## config.mk

```make
export PLATFORM = sky130hd
export DESIGN_NAME = lef_out_queue
export DESIGN_NICKNAME = d
export VERILOG_FILES = /design/src/hw/rtl/lef_pkg.sv /design/src/hw/rtl/lef_out_queue.sv
export SDC_FILE = /design/constraint.sdc
export NUM_CORES = 1
export LEC_CHECK = 0
export CORE_MARGIN = 5
export CORE_UTILIZATION = 48
export CTS_CLUSTER_SIZE = 30
export DETAILED_ROUTE_END_ITERATION = 12
export DONT_BUFFER_PORTS = 1
export PLACE_DENSITY_LB_ADDON = 0.25
export SKIP_CTS_REPAIR_TIMING = 1
export SLEW_MARGIN = 20
export SYNTH_ARGS = -nofsm -noshare
export SYNTH_HDL_FRONTEND = slang
export SYNTH_SLANG_ARGS = --single-unit
```

## constraint.sdc

```tcl
create_clock -name clk -period 11.5 [get_ports clk]
set_input_delay 2.3 -clock clk [delete_from_list [all_inputs] [get_ports clk]]
set_output_delay 2.3 -clock clk [all_outputs]
set_load 0.02 [all_outputs]
```

## src/hw/rtl/lef_pkg.sv

```systemverilog
// ----------------------------------------------------------------------------
// lef_pkg
// shared types and constants of the 3x3 rgb line filter
// ----------------------------------------------------------------------------
package lef_pkg;

    localparam int CH_W       = 16;
    localparam int NUM_CH     = 3;
    localparam int PX_W       = CH_W * NUM_CH;
    localparam int POS_W      = 10;
    localparam int CFG_IDX_W  = 2;
    localparam int CFG_DATA_W = 16;
    localparam int SIDE_CFG_W = 11;

    // output queue, one entry per pixel that yields results
    localparam int OQ_DEPTH = 8;
    localparam int OQ_PTR_W = 3;
    localparam int OQ_CNT_W = 4;

    typedef enum logic [CFG_IDX_W-1:0] {
        CFG_FRAME_WIDTH  = 2'd0,
        CFG_FRAME_HEIGHT = 2'd1,
        CFG_MAX_VALUE    = 2'd2
    } lef_cfg_idx_t;

    // everything one pixel contributes to the output stream
    typedef struct packed {
        logic                              has_inner;
        logic                              has_border;
        logic [POS_W-1:0]                  row;
        logic [POS_W-1:0]                  col;
        logic [NUM_CH-1:0][CH_W-1:0]       vert;
        logic [NUM_CH-1:0][CH_W-1:0]       horiz;
        logic [NUM_CH-1:0][CH_W-1:0]       pix;
    } lef_entry_t;

    // one result as seen on the output port
    typedef struct packed {
        logic [POS_W-1:0]                  row;
        logic [POS_W-1:0]                  col;
        logic [NUM_CH-1:0][CH_W-1:0]       vert;
        logic [NUM_CH-1:0][CH_W-1:0]       horiz;
        logic                              last;
    } lef_result_t;

endpackage

```

## src/hw/rtl/lef_out_queue.sv

```systemverilog
// ----------------------------------------------------------------------------
// lef_out_queue
// per-pixel result queue, unpacks each entry into one or two transfers
// ----------------------------------------------------------------------------
module lef_out_queue (
    input  logic                         clk,
    input  logic                         rst_n,
    input  logic                         push,
    input  lef_pkg::lef_entry_t          push_entry,
    output logic [lef_pkg::OQ_CNT_W-1:0] count,
    output logic                         out_valid,
    input  logic                         out_stall,
    output lef_pkg::lef_result_t         result
);
    import lef_pkg::*;

    lef_entry_t            entry_reg [OQ_DEPTH];
    logic [OQ_PTR_W-1:0]   wr_ptr_reg, wr_ptr_next;
    logic [OQ_PTR_W-1:0]   rd_ptr_reg, rd_ptr_next;
    logic [OQ_CNT_W-1:0]   count_reg, count_next;
    logic                  half_reg, half_next;
    lef_entry_t            head;
    logic                  show_inner;
    logic                  xfer;
    logic                  pop;

    assign head       = entry_reg[rd_ptr_reg];
    assign out_valid  = (count_reg != '0);
    assign show_inner = head.has_inner && !half_reg;
    assign xfer       = out_valid && !out_stall;
    // an entry with both results stays for a second transfer
    assign pop        = xfer && !(show_inner && head.has_border);
    assign count      = count_reg;

    always_comb
    begin
        result.row   = show_inner ? head.row - 1'b1 : head.row;
        result.col   = show_inner ? head.col - 1'b1 : head.col;
        result.vert  = show_inner ? head.vert : head.pix;
        result.horiz = show_inner ? head.horiz : head.pix;
        result.last  = show_inner ? !head.has_border : 1'b1;
    end

    always_comb
    begin
        wr_ptr_next = push ? wr_ptr_reg + 1'b1 : wr_ptr_reg;
        rd_ptr_next = pop ? rd_ptr_reg + 1'b1 : rd_ptr_reg;
        count_next  = count_reg + OQ_CNT_W'(push) - OQ_CNT_W'(pop);
        half_next   = half_reg;
        if (xfer)
        begin
            half_next = !pop;
        end
    end

    always_ff @(posedge clk or negedge rst_n)
    begin
        if (!rst_n)
        begin
            wr_ptr_reg <= '0;
            rd_ptr_reg <= '0;
            count_reg  <= '0;
            half_reg   <= 1'b0;
        end
        else
        begin
            wr_ptr_reg <= wr_ptr_next;
            rd_ptr_reg <= rd_ptr_next;
            count_reg  <= count_next;
            half_reg   <= half_next;
        end
    end

    always_ff @(posedge clk)
    begin
        if (push)
        begin
            entry_reg[wr_ptr_reg] <= push_entry;
        end
    end

    a_count_bound: assert property (@(posedge clk) disable iff (!rst_n)
        count_reg <= OQ_CNT_W'(OQ_DEPTH))
        else $error("output queue count beyond depth");

    a_no_push_full: assert property (@(posedge clk) disable iff (!rst_n)
        push |-> (count_reg != OQ_CNT_W'(OQ_DEPTH)))
        else $error("push into full output queue");

    a_half_both: assert property (@(posedge clk) disable iff (!rst_n)
        half_reg |-> (out_valid && head.has_inner && head.has_border))
        else $error("second half pending on entry without two results");

endmodule

```

==> run summary <==
The clock passes through at most 3 buffers. The wire length per cell is 28.36 µm. Data on the critical path arrives at its endpoint at 5.01 ns. For the pin with the worst max-slew slack, the measured transition is 1.062 ns. The number of optimization iterations in the first detailed-route pass is 8.

IR analysis of the VDD net gives a maximum drop of 0.0004102 V. The sum of internal, switching and leakage power is 0.01552 W. Derived from the worst setup path, the maximum achievable clock frequency is 136.9 MHz. Clock tree synthesis selected as its root buffer the cell sky130_fd_sc_hd__clkbuf_16. The aggregate negative setup slack is 0 ns. The worst path setup slack after routing is 4.193 ns. The number of flops mapped to enable cells by yosys came out at 1328.

The total half-perimeter wirelength after legalization and detailed placement came out at 56660 µm. The post-synthesis register bit count is 1339. The biggest area contributor in the post-synthesis netlist is sky130_fd_sc_hd__edfxtp_1. The flip-flop count of the largest register, all copies and words added came out at 1328. Among all cell types in the netlist, the one instantiated most often is sky130_fd_sc_hd__edfxtp_1.

The share of synthesized area in the top cell type comes to 77.58%. The total via count after detailed routing came out at 22.27k. The commonest cells after synthesis are 1328 x sky130_fd_sc_hd__edfxtp_1, 324 x sky130_fd_sc_hd__mux4_2, 116 x sky130_fd_sc_hd__mux2i_1. The worst path required time is 9.20 ns. The placed instances occupy a cell area of 53070 µm². Along the worst path, the maximum fanout reaches 103. The endpoint type of the worst setup path is an output pin. The highest signal layer in the routed design is met4. The number of failing hold endpoints at the final stage is 0. The worst setup path is of the flip-flop to output pin kind. The initial utilization of the core area, before any placement, comes to 48.15%. The flow ran to the end, and the final reports show no timing, DRC or antenna violations.

The weighted congestion reported at the end of routability-driven placement came out at 0.7143. The fraction of final layout cells with drive strength greater than 1 came out at 24.19%. The worst setup timing slack at the placement stage is 4.806 ns. The final net count came out at 2439.

After layout, the worst path uses 63.54% of the clock period. The worst clock skew is 0.02412 ns. The via count of the first global-routing pass is 24.02k. The power per unit of standard cell area came out at 270.6 nW/µm². The number of input and output port buffers inserted is 0. The global route total overflow came out at 0. The worst hold slack across all endpoints is 0.5696 ns.

When the netlist entered floorplanning its net count stood at 2377. Setup repair after global routing left no endpoint under its margin. The summed area of non-filler cells in the final layout is 57350 µm². After detailed routing, the number of vias per cell comes to 5.910. The worst hold path class is flip-flop to flip-flop. The source-to-sink clock delay at the later pin of the worst-skew pair is 0.73 ns. Sorting the synthesized cells by area gives the leading types as sky130_fd_sc_hd__edfxtp_1 78%, sky130_fd_sc_hd__mux4_2 14%, sky130_fd_sc_hd__mux2i_1 2.3%, sky130_fd_sc_hd__a21oi_1 0.95%, sky130_fd_sc_hd__a211oi_1 0.70%. The final critical path time including I/O delays and setup is 7.307 ns. The total count of max-transition violations in the final report was 0.

The x dimension of the die came out at 337.2 µm. The wire length on met1 came out at 42470 µm. For this run, asynchronously set or reset flops after synthesis account for 0.8215%.

The area of the mapped netlist came out at 51400 µm². The wire length on met2 came out at 54070 µm. The pin count of the biggest net entering global routing is 143.

The number of remaining DRC errors came out at 0. Of the synthesized area, sequential elements account for 78.12%. The relative area change from synthesis to final layout came out at 11.57%. The relative max-transition margin is 29.22%. The clock sink count is 1339. The die covers 113700 µm².

The synthesized area per cell is 23.39 µm². The chip height came out at 337.2 µm. In the synthesized netlist the dominant register cell turns out to be sky130_fd_sc_hd__edfxtp_1. Setup violations remaining at the end of the flow were counted as 0. The H-tree depth came out at 4. The first global-routing pass estimated 158000 µm of wire. The routed wire length is 106900 µm.

The distinct cell type count after synthesis came out at 38. The I/O pin count came out at 292. The clock-pin slew on the worst setup and hold paths is 0.06 ns. After detailed routing, the met3 layer carries 8352 µm of wire. The max-cap check violation count is 0.

TritonCTS built the clock tree. The cell row count is 120. Global routing used 18.96% of the available tracks across all layers. The CTS buffer count came out at 136.

The static leakage is 17.87 nW. The count of yosys warnings during synthesis is 0. The total core area came out at 106800 µm². The synthesized instance count came out at 2198. The initial antenna violation count came out at 0. The iteration-0 DRC count of the detailed router came out at 1649. The type of element launching the critical path is a flip-flop. Once detail routing completed, the nets flagged for antenna violations numbered 0.
[critical path, stage by stage (launching register included)]
cell and delay, ns:
sky130_fd_sc_hd__dfrtp_4 1.05, sky130_fd_sc_hd__buf_12 0.61, sky130_fd_sc_hd__buf_4 0.76, sky130_fd_sc_hd__mux4_2 0.58, sky130_fd_sc_hd__nor2b_1 0.14, sky130_fd_sc_hd__a211oi_1 0.53, sky130_fd_sc_hd__a21oi_1 0.29
[cells by family after synthesis]
| family | share of synthesized area (%) |
|---|---|
| adder cells (fa/ha/maj) | 0.2337 |
| AND/OR/NAND/NOR | 1.229 |
| buffers and inverters | 1.168 |
| flip-flops | 78.12 |
| multiplexers | 17.11 |
| AO/OA/AOI/OAI | 1.728 |
| XOR/XNOR | 0.4089 |
[metrics by stage]
step,util [%],cells
after floorplan,-,2198
after global placement,49.71,3525
after detailed placement,49.71,3525
after CTS,53.72,3768
after global routing,53.72,3768
final,53.72,3769
[cell usage in the layout, fill, tap and decap left out, drive strengths merged, types with 14 or more instances in the layout]
| cell | count |
|---|---|
| a211oi | 48 |
| a21oi | 98 |
| buf | 38 |
| clkbuf | 176 |
| clkinv | 48 |
| edfxtp | 1328 |
| mux2i | 120 |
| mux4 | 333 |
| nand2 | 14 |
| nor2b | 48 |
| xnor2 | 17 |
[area by class of cell]
class | count | area (µm²)
Inverter | 8 | 30.03
Clock buffer | 176 | 3681
Sequential cell | 1339 | 40160
Fill cell | 7957 | 49400
Antenna cell | 1 | 2.502
Multi-Input combinational cell | 737 | 10720
Timing Repair Buffer | 38 | 397.9
Clock inverter | 67 | 595.6
Tap cell | 1403 | 1755
[per-layer routing]
layer | vias to the layer above | GRT usage, %
met1 | 12040 | 24.54
li1 | 9489 | -
met5 | - | 0
met4 | 0 | 5.071
met3 | 136 | 5.858
met2 | 604 | 31.60
[worst paths after layout]
check,from,to,slack [ns],cells after the start
worst max-delay path,rd_ptr_reg[0],result[69],4.19,6
worst min-delay path,wr_ptr_reg[1],wr_ptr_reg[1],0.57,1
worst max register to register,rd_ptr_reg[1],count[2],7.74,11
worst min register to register,wr_ptr_reg[1],wr_ptr_reg[1],0.57,1
max in group asynchronous,rst_n,rd_ptr_reg[0],10.16,0
min in group asynchronous,rst_n,wr_ptr_reg[0],1.26,0
[report_power, final]
part	total, W	leakage (nW)	internal, W	switching, W
clock	0.00421	2.08	0.00246	0.00175
combinational	0.00494	3.60	0.00179	0.00316
sequential	0.00637	12.2	0.00613	0.000232
Power figures use the tool's default switching activity.
